===== src/rtl/ehdr_pkg.sv =====
`default_nettype none
package ehdr_pkg;

  localparam int CORDIC_ITERATIONS = 16;
  // Number of rotation steps actually run, limited to what the arctan table covers.
  localparam int CordicSteps = (CORDIC_ITERATIONS < 1) ? 1 :
                               (CORDIC_ITERATIONS > 24) ? 24 : CORDIC_ITERATIONS;
  localparam int StepW = 5;
  localparam int CordW = 34;
  localparam int CfgIdxW = 2;
  localparam int CfgDataW = 24;
  localparam logic [CordW-1:0] CordicGain = 34'd652032874;

  localparam logic [CfgIdxW-1:0] RegDistPerCount = 2'd0;
  localparam logic [CfgIdxW-1:0] RegMinInterval = 2'd1;

  typedef struct packed {
    logic signed [31:0] encoder_count;
    logic signed [15:0] heading_angle;
    logic [31:0]        time_us;
  } in_item_t;

  typedef struct packed {
    logic signed [47:0] pos_x;
    logic signed [47:0] pos_y;
    logic               accepted;
  } out_item_t;

  typedef struct packed {
    logic             load;
    logic             scale;
    logic             rot;
    logic             trig;
    logic             mul_lo;
    logic             mul_hi;
    logic             acc;
    logic             rnd;
    logic             apply;
    logic             emit;
    logic             axis;
    logic [StepW-1:0] step;
  } dp_cmd_t;

  typedef struct packed {
    logic ok;
  } dp_stat_t;

  // Arctan of 2^-i, in units where 2^32 is a full turn.
  function automatic logic [CordW-1:0] atan_turns(input logic [StepW-1:0] i);
    logic [CordW-1:0] r;
    begin
      unique case (i)
        5'd0: r = 34'd536870912;
        5'd1: r = 34'd316933406;
        5'd2: r = 34'd167458907;
        5'd3: r = 34'd85004756;
        5'd4: r = 34'd42667331;
        5'd5: r = 34'd21354465;
        5'd6: r = 34'd10679838;
        5'd7: r = 34'd5340245;
        5'd8: r = 34'd2670163;
        5'd9: r = 34'd1335087;
        5'd10: r = 34'd667544;
        5'd11: r = 34'd333772;
        5'd12: r = 34'd166886;
        5'd13: r = 34'd83443;
        5'd14: r = 34'd41722;
        5'd15: r = 34'd20861;
        5'd16: r = 34'd10430;
        5'd17: r = 34'd5215;
        5'd18: r = 34'd2608;
        5'd19: r = 34'd1304;
        5'd20: r = 34'd652;
        5'd21: r = 34'd326;
        5'd22: r = 34'd163;
        5'd23: r = 34'd81;
        default: r = '0;
      endcase
      return r;
    end
  endfunction

endpackage
`default_nettype wire


===== src/rtl/ehdr_ctrl.sv =====
`default_nettype none
module ehdr_ctrl (
  input  wire logic            clk_i,
  input  wire logic            rst_ni,
  input  wire logic            in_valid_i,
  output logic                 in_stall_o,
  output logic                 out_valid_o,
  input  wire logic            out_stall_i,
  input  wire ehdr_pkg::dp_stat_t stat_i,
  output ehdr_pkg::dp_cmd_t    cmd_o
);

  typedef enum logic [3:0] {
    S_IDLE, S_DIST, S_ROT, S_TRIG, S_MLO, S_MHI, S_ACC, S_RND, S_APPLY, S_OUT
  } state_e;

  state_e state_q;
  logic axis_q, out_valid_q;
  logic [ehdr_pkg::StepW-1:0] step_q;
  logic out_free;

  assign out_free = !out_valid_q || !out_stall_i;
  assign in_stall_o = (state_q != S_IDLE);
  assign out_valid_o = out_valid_q;

  always_comb begin
    cmd_o = '0;
    cmd_o.axis = axis_q;
    cmd_o.step = step_q;
    unique case (state_q)
      S_IDLE:  cmd_o.load = in_valid_i;
      S_DIST:  cmd_o.scale = 1'b1;
      S_ROT:   cmd_o.rot = 1'b1;
      S_TRIG:  cmd_o.trig = 1'b1;
      S_MLO:   cmd_o.mul_lo = 1'b1;
      S_MHI:   cmd_o.mul_hi = 1'b1;
      S_ACC:   cmd_o.acc = 1'b1;
      S_RND:   cmd_o.rnd = 1'b1;
      S_APPLY: cmd_o.apply = 1'b1;
      S_OUT:   cmd_o.emit = out_free;
      default: ;
    endcase
  end

  always_ff @(posedge clk_i or negedge rst_ni) begin
    if (!rst_ni) begin
      state_q     <= S_IDLE;
      axis_q      <= 1'b0;
      step_q      <= '0;
      out_valid_q <= 1'b0;
    end else begin
      // Raise valid on emit, drop it once the sink takes the result.
      if (state_q == S_OUT && out_free) begin
        out_valid_q <= 1'b1;
      end else if (out_valid_q && !out_stall_i) begin
        out_valid_q <= 1'b0;
      end
      unique case (state_q)
        S_IDLE: begin
          if (in_valid_i) begin
            state_q <= S_DIST;
          end
        end
        S_DIST: begin
          step_q  <= '0;
          axis_q  <= 1'b0;
          state_q <= stat_i.ok ? S_ROT : S_OUT;
        end
        S_ROT: begin
          if (step_q == ehdr_pkg::StepW'(ehdr_pkg::CordicSteps - 1)) begin
            state_q <= S_TRIG;
          end else begin
            step_q <= step_q + 1'b1;
          end
        end
        S_TRIG:  state_q <= S_MLO;
        S_MLO:   state_q <= S_MHI;
        S_MHI:   state_q <= S_ACC;
        S_ACC:   state_q <= S_RND;
        S_RND:   state_q <= S_APPLY;
        S_APPLY: begin
          // Advance to the y axis, or finish after it.
          if (axis_q) begin
            state_q <= S_OUT;
          end else begin
            axis_q  <= 1'b1;
            state_q <= S_MLO;
          end
        end
        S_OUT: begin
          if (out_free) begin
            state_q <= S_IDLE;
          end
        end
        default: state_q <= S_IDLE;
      endcase
    end
  end

endmodule
`default_nettype wire


===== config.mk =====
export PLATFORM = sky130hd
export DESIGN_NAME = ehdr_ctrl
export DESIGN_NICKNAME = d
export VERILOG_FILES = /design/src/rtl/ehdr_pkg.sv /design/src/rtl/ehdr_ctrl.sv
export SDC_FILE = /design/constraint.sdc
export NUM_CORES = 1
export LEC_CHECK = 0
export ABC_AREA = 1
export BUFFER_PORTS_ARGS = -buffer_cell sky130_fd_sc_hd__buf_2
export CAP_MARGIN = 20
export CORE_MARGIN = 8
export CORE_UTILIZATION = 43
export DETAILED_ROUTE_END_ITERATION = 7
export PLACE_DENSITY = 0.74
export SLEW_MARGIN = 10
export SYNTH_ARGS = -nofsm -noshare
export SYNTH_HDL_FRONTEND = slang
export SYNTH_SLANG_ARGS = --single-unit
export TNS_END_PERCENT = 30

===== constraint.sdc =====
create_clock -name clk_i -period 1.3 [get_ports clk_i]
set_input_delay 0.26 -clock clk_i [delete_from_list [all_inputs] [get_ports clk_i]]
set_output_delay 0.26 -clock clk_i [all_outputs]
set_load 0.02 [all_outputs]

; ---- After elaboration in Yosys (flattened, before gate mapping)
; Index checks and enable logic that the tools add are counted.
[word_totals]
ff_bits = 11
input_bits = 5
wordCells = 52
[op_classes]
addsub = 1
n_eq_ne = 14
mux = 21
reduce_logical = 12
[ops]
columns = op, n
row1 = 4-bit case mux with 10 select lines, 1
row2 = 4-bit 2-to-1 mux, 5
row3 = 4-bit by 3-bit == test with 1-bit output (second input constant), 4
row4 = 1-bit 2-to-1 mux, 12
row5 = 5-bit case mux with 2 select lines, 1
row6 = 4-bit by 2-bit == test with 1-bit output (second input constant), 2
row7 = 4-bit == test (second input constant), 2
row8 = 2-bit inequality test (second input constant), 4
row9 = 2-bit nonzero test, 3
row10 = 5-bit by 1-bit adder with 5-bit output (second input constant), 1
row11 = 5-bit by 4-bit == test with 1-bit output (second input constant), 1
row12 = 5-bit 2-to-1 mux, 1
row13 = 4-bit by 1-bit == test with 1-bit output (second input constant), 1
row14 = 4-bit logical NOT, 1
row15 = 4-bit nonzero test, 1
row16 = 3-bit AND reduction, 1
row17 = 1-bit logical AND, 2
row18 = 1-bit logical NOT, 2
row19 = 1-bit case mux with 2 select lines, 1
row20 = 2-bit AND reduction, 1
row21 = 1-bit logical OR, 1

; ---- Logic depth before layout (Yosys ltp)
; Gate-level depths: netlist of run 1.
[logic_depth]
ltp_word = 4
depth_mapped = 10

; ---- Least setup slack after synthesis of run 1
; OpenSTA, ideal clock, no wires.
[synth_path]
kind = register to register
startpoint = register step_q[0] (netlist name)
endpoint = register state_q[0]
setup_time_ns = 0.119
arrival_time_ns = 1.418
t_required_ns = 1.181
slack_ns = -0.237
stages_incl_launch_ff = 11
n_path_buf = 0
synth_period_minus_slack_ns = 1.537
cell_sequence = dfrtp_1 -> ha_1 -> nand2_1 -> nor2_1 -> ha_1 -> inv_1 -> nand3_2 -> nand2_1 -> nor2_1 -> nand2_1 -> nand2_1
[synth_between]
elab_chain_cells = 3
[synth_lines]
columns = element, line_no
row1 = from (decl), ehdr_ctrl.sv:19  ; logic [ehdr_pkg::StepW-1:0] step_q;
row2 = from (signal assigned), ehdr_ctrl.sv:73  ; step_q <= step_q + 1'b1;
row3 = 5-bit by 4-bit == test with 1-bit output, ehdr_ctrl.sv:70  ; if (step_q == ehdr_pkg::StepW'(ehdr_pkg::CordicSteps - 1)) begin
row4 = 2-bit inequality test (no line), --
row5 = 3-bit AND reduction (no line), --
row6 = to (signal assigned), ehdr_ctrl.sv:67  ; state_q <= stat_i.ok ? S_ROT : S_OUT;
row7 = to (decl), ehdr_ctrl.sv:17  ; state_e state_q;
; No other way between the ends.
; A chain may end at the register's enable or synchronous reset.

==> results of run 1 <==
## registers in the layout (all words and copies together) (netlist names)
name,count
out_valid_o,1
state_q,4
step_q,5
axis_q,1
## per-stage QoR
stage | util [%] | cell area (µm²) | power, mW
2_1_floorplan | - | 703.2 | 1.302
3_3_place_gp | 62.02 | 923.4 | 1.715
3_5_place_dp | 62.02 | 923.4 | 1.747
4_1_cts | 74.71 | 1112 | 2.398
5_1_grt | 79.50 | 1184 | 2.799
6_report | 79.50 | 1184 | 2.641
## power by group through the flow
stage | Sequential (mW) | Combinational, mW | Clock, mW
2_1_floorplan | 0.552 | 0.750 | 0
3_3_place_gp | 0.516 | 1.20 | 0
3_5_place_dp | 0.519 | 1.23 | 0
4_1_cts | 0.540 | 1.60 | 0.253
5_1_grt | 0.583 | 1.95 | 0.269
6_report | 0.572 | 1.82 | 0.244
## worst min-delay path: cells and delay by family
| kind | cells | cell delay, ns |
|---|---|---|
| and+or+nand+nor | 2 | 0.11 |
| buffers and inverters | 1 | 0.07 |
## layout make-up
class                   instances  area [µm²]  share of cell area (%)
multi-input cells              66       444.2                   37.53
clock buffers                   4       26.28                   2.220
inverters                      16       72.57                   6.131
flip-flops and latches         11       281.5                   23.78
repair buffers                 45       339.1                   28.65
well taps                      16       20.02                   1.691
## metal layers
layer | part of all wire [%] | global-route usage, % | vias up
li1 | - | - | 392
met1 | 34 | 14.61 | 367
met2 | 56 | 24.04 | 35
met3 | 5.6 | 3.653 | 14
met4 | 4.3 | 8.803 | 0
met5 | 0 | 0 | -
## Yosys cell counts (all sizes together)
library cell  count
o211ai            2
dfrtp            11
nand4             3
nor3              1
clkinv            1
nand3            10
ha                2
a21oi             1
buf               1
inv              15
nor2             19
nand2            26
o21ai             2
## timing repair
item                       4_1_cts  5_1_grt
hold buffers                     1        0
buffers inserted                 6        3
setup endpoints to repair       17       20
gates resized for setup         35       18
hold endpoints to repair        11        0
cloned                           0        0
pin swaps                        4        2
## worst min path at each step
stage,cells after the start,to,from
after global placement,1,out_valid_o$_DFFE_PN0P_,rst_ni
after CTS,3,out_valid_o$_DFFE_PN0P_,out_stall_i
after floorplan,0,axis_q$_DFFE_PN0P_,rst_ni
final,3,out_valid_o$_DFFE_PN0P_,out_stall_i
after detailed placement,1,out_valid_o$_DFFE_PN0P_,rst_ni
after global routing,3,out_valid_o$_DFFE_PN0P_,out_stall_i
## logic make-up after synthesis
kind of cell / synth area share [%]
AO/OA/AOI/OAI: 5.065
flip-flops: 41.28
buffers and inverters: 10.13
AND/OR/NAND/NOR: 39.77
adder cells (fa/ha/maj): 3.752
==> flow_metrics.env, run 1 <==
export IMPL_ys_seq_elements=11
export IMPL_cp_required_ns=1.04
export IMPL_final_cell_mix="buf_4 (26), nand2_1 (17), buf_2 (11), inv_1 (9), nand3_1 (9)"
export IMPL_worst_slack_ns=-0.2726
export IMPL_cts_tree="yes"
export IMPL_grt_pass1_vias=794
export IMPL_dpl_cell_count=144
export IMPL_htreeDepth=1
export IMPL_p_seq_share_pct=21.7
export IMPL_slowest_delay_ns=0.46
export IMPL_grt_ovfl_total=0
export IMPL_setup_worst_path_end_class="output pin"
export IMPL_setup_viol=19
export IMPL_antenna_found_initial=0
export IMPL_drv_cap=0
export IMPL_final_hold_viol_count=0
export IMPL_min_period_over_period_pct=121.0
export IMPL_dpl_hpwl_mm=1.442
export IMPL_drtAntennaViolNets=0
export IMPL_tightest_slew_ns=0.2656
export IMPL_gp_congestion=0.8565
export IMPL_insertion_delay_ns=0.27
export IMPL_cp_arrival_ns=1.31
export IMPL_cp_common_cell="nor2_2"
export IMPL_rsz0062_at_grt="yes"
export IMPL_die_y_um=55.38
export IMPL_syn_num_nets=101
export IMPL_syn_inst=94
export IMPL_die_area_um2=3067
export IMPL_ir_worst_vdd_mv=1.311
export IMPL_path_clk_slew_ns=0.08
export IMPL_swShare_pct=49.97
export IMPL_p_comb_share_pct=69.1
export IMPL_clk_path_buf_depth=2
export IMPL_final_common_cell="buf_4"
export IMPL_grt_pass1_wl_mm=3.532
export IMPL_avgRoutedWirePerCell_um=14.68
export IMPL_p_per_area_nw_per_um2=2231
export IMPL_synth_area_um2=666.9
export IMPL_fillers=100
export IMPL_vias=808
export IMPL_setup_tns_ns=-2.963
export IMPL_cts_root_buffer="clkbuf_4"
export IMPL_endpoint="cmd_o[15]"
export IMPL_nets=150
export IMPL_layout_area_overhead_vs_synth_pct=77.49
export IMPL_drive_above_1_share_pct=59.86
export IMPL_worstSetupPathType="flop to output pin"
export IMPL_crit_family="flip-flops"
export IMPL_crit_buf_inv=1
export IMPL_cp_slowest_cell="dfrtp_2"
export IMPL_cts_buffers=3
export IMPL_worstPathCellList="nor2_2 > nand2_1 > nor2_2 > buf_4"
export IMPL_cts_sinks=11
export IMPL_io_pins=23
export IMPL_synth_top_cell_area_share_pct=41.28
export IMPL_startpoint="state_q[2]$_DFFE_PN0P_"
export IMPL_p_leak_nw=0.6373
export IMPL_ys_seq_area_share_pct=41.28
export IMPL_violations="negative setup slack"
export IMPL_synth_avg_cell_area_um2=7.095
export IMPL_portBuffers=22
export IMPL_status="complete, but fails checks"
export IMPL_cp_start_kind="flop"
export IMPL_fmax_ghz=0.6359
export IMPL_finClkSkew_ns=0.002947
export IMPL_fin_crit_ns=1.573
export IMPL_dp_worst_setup_slack_ns=-0.07219
export IMPL_hp_class="input pin to flop"
export IMPL_path_max_fanout=3
export IMPL_timing_hold_ws_ns=0.2058
export IMPL_p_switching_mw=1.320
export IMPL_start_util_pct=44.79
export IMPL_synth_area_leaders="dfrtp_1 (41%), nand2_1 (13%), nor2_1 (9.6%)"
export IMPL_r2r_end="state_q[0]$_DFFE_PN0P_"
export IMPL_grt_max_degree=12
export IMPL_coreArea_um2=1489
export IMPL_ys_types=18
export IMPL_firstDrtPassIters=4
export IMPL_crit_cells=4
export IMPL_yosysWarnings=0
export IMPL_slew_viol_final=0
export IMPL_instances_no_fill=158
export IMPL_timing_rr_start="state_q[1]$_DFFE_PN0P_"
export IMPL_vias_per_cell=5.114
export IMPL_rrSetupSlack_ns=-0.11
export IMPL_routed_wl_mm=2.319
export IMPL_antenna_cells=0
export IMPL_rr_worst_depth=10
export IMPL_drt_iter0_drc=19
export IMPL_internal_power_mw=1.321
export IMPL_slew_headroom_pct=82.29
export IMPL_pwr_share_clk_pct=9.2
export IMPL_synth_top_area_cell="dfrtp_1"
export IMPL_die_width_um=55.38
export IMPL_track_usage_pct=13.97
export IMPL_rows=14
export IMPL_drc=0
(Power assumes the default switching activity.)
==> inputs of run 2 (changes only) <==
ABC_AREA = default   (was 1)
CORE_UTILIZATION = 44   (was 43)
==> flow_metrics.env, run 2 <==
export IMPL_setup_worst_path_end_class="flop"
export IMPL_grt_use_met1_pct=19.97
export IMPL_avgRoutedWirePerCell_um=19.23
export IMPL_firstDrtPassIters=4
export IMPL_rows=15
export IMPL_path_clk_slew_ns=0.08
export IMPL_status="complete, but fails checks"
export IMPL_setup_viol=19
export IMPL_largest_reg_flops=5
export IMPL_final_cell_mix="buf_4 (38), buf_2 (12), buf_6 (8), nor2_1 (7), dfrtp_2 (6)"
export IMPL_path_max_fanout=4
export IMPL_syn_num_nets=99
export IMPL_io_pins=23
export IMPL_final_hold_viol_count=0
export IMPL_synth_area_leaders="dfrtp_1 (36%), nor2_1 (4.9%), nor3_1 (3.9%)"
export IMPL_drive_above_1_share_pct=63.95
export IMPL_ir_worst_vdd_mv=1.497
export IMPL_ys_seq_elements=11
export IMPL_vias_per_cell=5.963
export IMPL_slowest_delay_ns=0.46
export IMPL_insertion_delay_ns=0.28
export IMPL_ys_types=38
export IMPL_tightest_slew_ns=0.3204
export IMPL_drv_cap=0
export IMPL_ys_seq_area_share_pct=35.71
export IMPL_fmax_ghz=0.5728
export IMPL_antenna_found_initial=0
export IMPL_grt_pass1_wl_mm=4.395
export IMPL_netlist_top_cells_count="dfrtp_1 (11), nor2_1 (10), nand2_1 (8)"
export IMPL_min_period_over_period_pct=134.3
export IMPL_clk_path_buf_depth=2
export IMPL_worstSetupPathType="flop to flop"
export IMPL_die_y_um=57.86
export IMPL_die_area_um2=3347
export IMPL_htreeDepth=1
export IMPL_hp_class="input pin to flop"
export IMPL_finClkSkew_ns=0.005004
export IMPL_p_leak_nw=0.6422
export IMPL_synth_top_cell_area_share_pct=35.71
export IMPL_top_usage_layer="met2"
export IMPL_fin_crit_ns=1.746
export IMPL_final_common_cell="buf_4"
export IMPL_routed_wl_mm=3.154
export IMPL_drt_iter0_drc=39
export IMPL_yosysWarnings=0
export IMPL_p_per_area_nw_per_um2=2543
export IMPL_cp_start_kind="flop"
export IMPL_cts_tree="yes"
export IMPL_cp_common_cell="ha_4"
export IMPL_portBuffers=22
export IMPL_drc=0
export IMPL_vias=978
export IMPL_regMostFlops="step_q"
export IMPL_cp_required_ns=1.52
export IMPL_start_util_pct=45.63
export IMPL_yosysMostFrequentCell="dfrtp_1"
export IMPL_synth_avg_cell_area_um2=8.378
export IMPL_cp_slowest_cell="or4_4"
export IMPL_reg_top3="step_q x5, state_q x4"
export IMPL_crit_buf_inv=0
export IMPL_track_usage_pct=16.96
export IMPL_drtAntennaViolNets=0
export IMPL_layout_area_overhead_vs_synth_pct=77.60
export IMPL_antenna_cells=0
export IMPL_slew_viol_final=0
export IMPL_synthArstFlopShare_pct=100.0
export IMPL_syn_inst=92
export IMPL_die_width_um=57.86
export IMPL_synth_top_area_cell="dfrtp_1"
export IMPL_cts_sinks=11
export IMPL_coreArea_um2=1689
export IMPL_met2_usage_pct=27.71
export IMPL_worst_slack_ns=-0.4458
export IMPL_cp_arrival_ns=1.97
export IMPL_violations="negative setup slack"
export IMPL_nets=155
export IMPL_dpl_cell_count=151
export IMPL_synth_edf_count=0
export IMPL_synth_ff_type="dfrtp_1"
export IMPL_cts_buffers=3
export IMPL_worstPathCellList="ha_4 > and3_4 > ha_4 > or4_4 > o21ai_2 > a22o_1"
export IMPL_slew_headroom_pct=78.44
export IMPL_dpl_hpwl_mm=1.845
export IMPL_dp_worst_setup_slack_ns=-0.4024
export IMPL_rsz0062_at_grt="yes"
export IMPL_grt_pass1_vias=949
export IMPL_grtUsageMet3_pct=3.753
export IMPL_crit_family="simple AND/OR/NAND/NOR gates"
export IMPL_grt_max_degree=12
export IMPL_instances_no_fill=164
export IMPL_gp_congestion=0.8398
export IMPL_synth_area_um2=770.7
export IMPL_cts_root_buffer="clkbuf_4"
export IMPL_grt_ovfl_total=0
[run 2: cell count changes after synthesis, sizes merged, moves of 3 or more]
cell,delta
nand2,-18
inv,-11
nand3,-9
nor2,-9
buf,+5
nor3,+5
o21ai,+5
a22o,+4
o22ai,+3
[run 2: what timing repair did]
item                       4_1_cts  5_1_grt
buffers inserted                 4        4
setup endpoints to repair       19       20
hold endpoints to repair        11        0
resized for setup               22       28
hold buffers                     1        0
pin swaps                        6        5
gates cloned                     0        0
[run 2: cell type report]
| cell class | count | area (µm²) |
|---|---|---|
| flip-flops and latches | 11 | 282.8 |
| well taps | 17 | 21.27 |
| repair buffers | 59 | 445.4 |
| clock buffers | 4 | 26.28 |
| fillers | 99 | 320.3 |
| multi-input cells | 69 | 575.6 |
| inverters | 4 | 17.52 |
[run 2: path summary, 6_finish.rpt]
check                                            from  slack [ns]                 endpoint  depth (start not counted)
worst max-delay path            step_q[0]$_DFFE_PN0P_       -0.45    step_q[0]$_DFFE_PN0P_                          6
worst min-delay path                      out_stall_i        0.29  out_valid_o$_DFFE_PN0P_                          3
worst max register to register  step_q[0]$_DFFE_PN0P_       -0.45    step_q[0]$_DFFE_PN0P_                          6
worst min register to register  step_q[4]$_DFFE_PN0P_        0.61    step_q[4]$_DFFE_PN0P_                          2
max in group asynchronous                      rst_ni        0.71   state_q[1]$_DFFE_PN0P_                          2
min in group asynchronous                      rst_ni        0.37    step_q[2]$_DFFE_PN0P_                          2
[run 2: kinds of logic (layout without fill, tap and decap cells)]
kind of cell               Yosys count  count (layout)  share of synthesized area (%)
and+or+nand+nor                     41              41                          29.06
AOI/OAI and AO/OA                   25              25                          22.73
buffers and inverters               12              67                          7.791
DFF                                 11              11                          35.71
adders and majority gates            2               2                          3.246
muxes                                1               1                          1.461
[run 2: metrics by stage]
stage	util (%)	total power, mW	hold slack, ns	cell area [µm²]	TNS (ns)
global placement	66.00	2.488	0.1389	1115	-2.287
finish	81.04	3.480	0.2924	1369	-4.956
detailed placement	66.00	2.544	0.1441	1115	-2.400
CTS	73.33	3.057	0.2744	1239	-4.590
global route	81.04	3.663	0.3059	1369	-5.708
floorplan	-	1.756	-0.03559	819.5	-2.816
[run 2: worst reg2reg max path, stage by stage, from the launching register on]
cell	delay (ns)
dfrtp_2	0.44
ha_4	0.17
and3_4	0.18
ha_4	0.17
or4_4	0.46
o21ai_2	0.13
a22o_1	0.14
[run 2: routing by layer]
layer / share of wire (%) / up-vias
li1: - / 448
met4: 2.9 / 0
met2: 50 / 44
met5: 0 / -
met1: 42 / 477
met3: 4.7 / 9
[run 2: power breakdown]
part	total, mW	switching (mW)	internal (mW)
logic	2.52	1.30	1.22
clock network	0.256	0.137	0.119
registers	0.703	0.214	0.489
==> inputs of run 3 (changes only) <==
CAP_MARGIN = default   (was 20)
PLACE_DENSITY = default   (was 0.74)
PLACE_DENSITY_LB_ADDON = 0.3   (was default)
==> flow_metrics.env, run 3 (synthesized netlist as in run 2, its figures left out) <==
export IMPL_status="complete, but fails checks"
export IMPL_violations="negative setup slack"
export IMPL_min_period_over_period_pct=131.9
export IMPL_hp_class="input pin to flop"
export IMPL_vias_per_cell=5.667
export IMPL_htreeDepth=1
export IMPL_path_max_fanout=3
export IMPL_grt_pass1_wl_mm=3.870
export IMPL_largest_reg_flops=5
export IMPL_worst_slack_ns=-0.4142
export IMPL_drc=0
export IMPL_drive_above_1_share_pct=55.40
export IMPL_setup_tns_ns=-5.012
export IMPL_fin_total_pwr_mw=3.053
export IMPL_slew_viol_final=0
export IMPL_path_clk_slew_ns=0.07
export IMPL_setup_worst_path_end_class="flop"
export IMPL_track_usage_pct=14.16
export IMPL_final_common_cell="buf_4"
export IMPL_dpl_cell_count=148
export IMPL_fin_crit_ns=1.714
export IMPL_reg_top3="step_q x5, state_q x4"
export IMPL_finClkSkew_ns=0.001493
export IMPL_setup_viol=19
export IMPL_clk_path_buf_depth=2
export IMPL_fmax_ghz=0.5834
export IMPL_dpl_instance_area_um2=1092
export IMPL_cts_sinks=11
export IMPL_final_hold_viol_count=0
export IMPL_avgRoutedWirePerCell_um=15.99
export IMPL_die_width_um=57.86
export IMPL_drv_cap=0
export IMPL_worstSetupPathType="flop to flop"
export IMPL_final_cell_mix="buf_4 (30), buf_2 (15), nor2_1 (9), nand2_1 (7), dfrtp_2 (6)"
export IMPL_portBuffers=22
export IMPL_io_pins=23
export IMPL_tightest_slew_ns=0.2695
export IMPL_rows=15
export IMPL_p_per_area_nw_per_um2=2470
export IMPL_p_leak_nw=0.6001
export IMPL_rsz0062_at_grt="yes"
export IMPL_drtAntennaViolNets=0
export IMPL_regMostFlops="step_q"
export IMPL_cp_start_kind="flop"
export IMPL_hp_start="out_stall_i"
export IMPL_startpoint="step_q[1]$_DFFE_PN0P_"
export IMPL_die_area_um2=3347
export IMPL_timing_hold_ws_ns=0.2572
export IMPL_cts_root_buffer="clkbuf_4"
export IMPL_design_area_um2=1236
export IMPL_timing_rr_start="step_q[1]$_DFFE_PN0P_"
export IMPL_grt_max_degree=12
export IMPL_cts_tree="yes"
export IMPL_insertion_delay_ns=0.27
export IMPL_firstDrtPassIters=4
export IMPL_ir_worst_vdd_mv=1.445
export IMPL_cp_required_ns=1.50
export IMPL_cts_buffers=3
export IMPL_drt_iter0_drc=26
export IMPL_dpl_hpwl_mm=1.725
export IMPL_vias=884
export IMPL_slew_headroom_pct=81.86
export IMPL_start_util_pct=45.63
export IMPL_nets=147
export IMPL_grt_pass1_vias=886
export IMPL_instances_no_fill=156
export IMPL_antenna_cells=0
export IMPL_cp_arrival_ns=1.92
export IMPL_layout_area_overhead_vs_synth_pct=60.39
export IMPL_grt_ovfl_total=0
export IMPL_die_y_um=57.86
export IMPL_routed_wl_mm=2.494
export IMPL_coreArea_um2=1689
export IMPL_antenna_found_initial=0
export IMPL_gp_congestion=0.8286
==> run 3: cell count changes in the layout (fill, tap and decap cells not counted), sizes merged <==
cell,before,now
buf,58,50
clkinv,0,1
clkbuf,4,3
==> run 3: final timing paths <==
check                           slack (ns)  cells past startpoint                       to
worst max-delay path                 -0.41                      6    step_q[0]$_DFFE_PN0P_
worst min-delay path                  0.26                      3  out_valid_o$_DFFE_PN0P_
worst max register to register       -0.41                      6    step_q[0]$_DFFE_PN0P_
worst min register to register        0.57                      2  out_valid_o$_DFFE_PN0P_
max in group asynchronous             0.68                      2    step_q[0]$_DFFE_PN0P_
min in group asynchronous             0.39                      2    step_q[2]$_DFFE_PN0P_
==> run 3: worst max-delay path, cell delays in order (launching register included) <==
cell and delay (ns):
dfrtp_2 0.43, ha_4 0.16, and3_4 0.18, ha_4 0.16, or4_4 0.45, o21ai_2 0.13
a22o_1 0.14
==> run 3: per-stage QoR <==
stage	setup slack, ns	utilization [%]
final	-0.4142	73.19
after global routing	-0.4517	73.19
after CTS	-0.4371	69.26
after detailed placement	-0.4284	64.67
after global placement	-0.3733	64.67
after floorplan	-0.4361	-
==> run 3: report_power, final <==
| part | internal [mW] | switching (mW) | total [mW] |
|---|---|---|---|
| clock | 0.114 | 0.118 | 0.232 |
| sequential | 0.490 | 0.210 | 0.700 |
| combinational | 1.03 | 1.09 | 2.12 |
==> run 3: per-layer routing <==
layer  up-vias  share of wire (%)  routed length, µm  global-route usage [%]
li1        426                  -                  -                       -
met1       432                 42               1052                   16.04
met2        22                 52               1297                   25.00
met3         4                4.6                115                   5.519
met4         0                1.1                 28                   1.748
met5         -                  0                  0                       0
==> run 3: timing repair <==
item                       4_1_cts  5_1_grt
setup endpoints to repair       19       19
hold endpoints to repair        11        0
resized for setup               13       18
hold buffers                     1        0
buffers inserted                 1        2
pin swaps                        3        5
==> run 3: area by class of cell <==
cell class / instances / area [µm²]
clock inverter: 1 / 5.005
clock buffer: 3 / 22.52
multi-input combinational: 69 / 523.0
inverter: 4 / 15.01
tap: 17 / 21.27
fill: 132 / 452.9
sequential: 11 / 282.8
timing repair buffer: 51 / 366.6
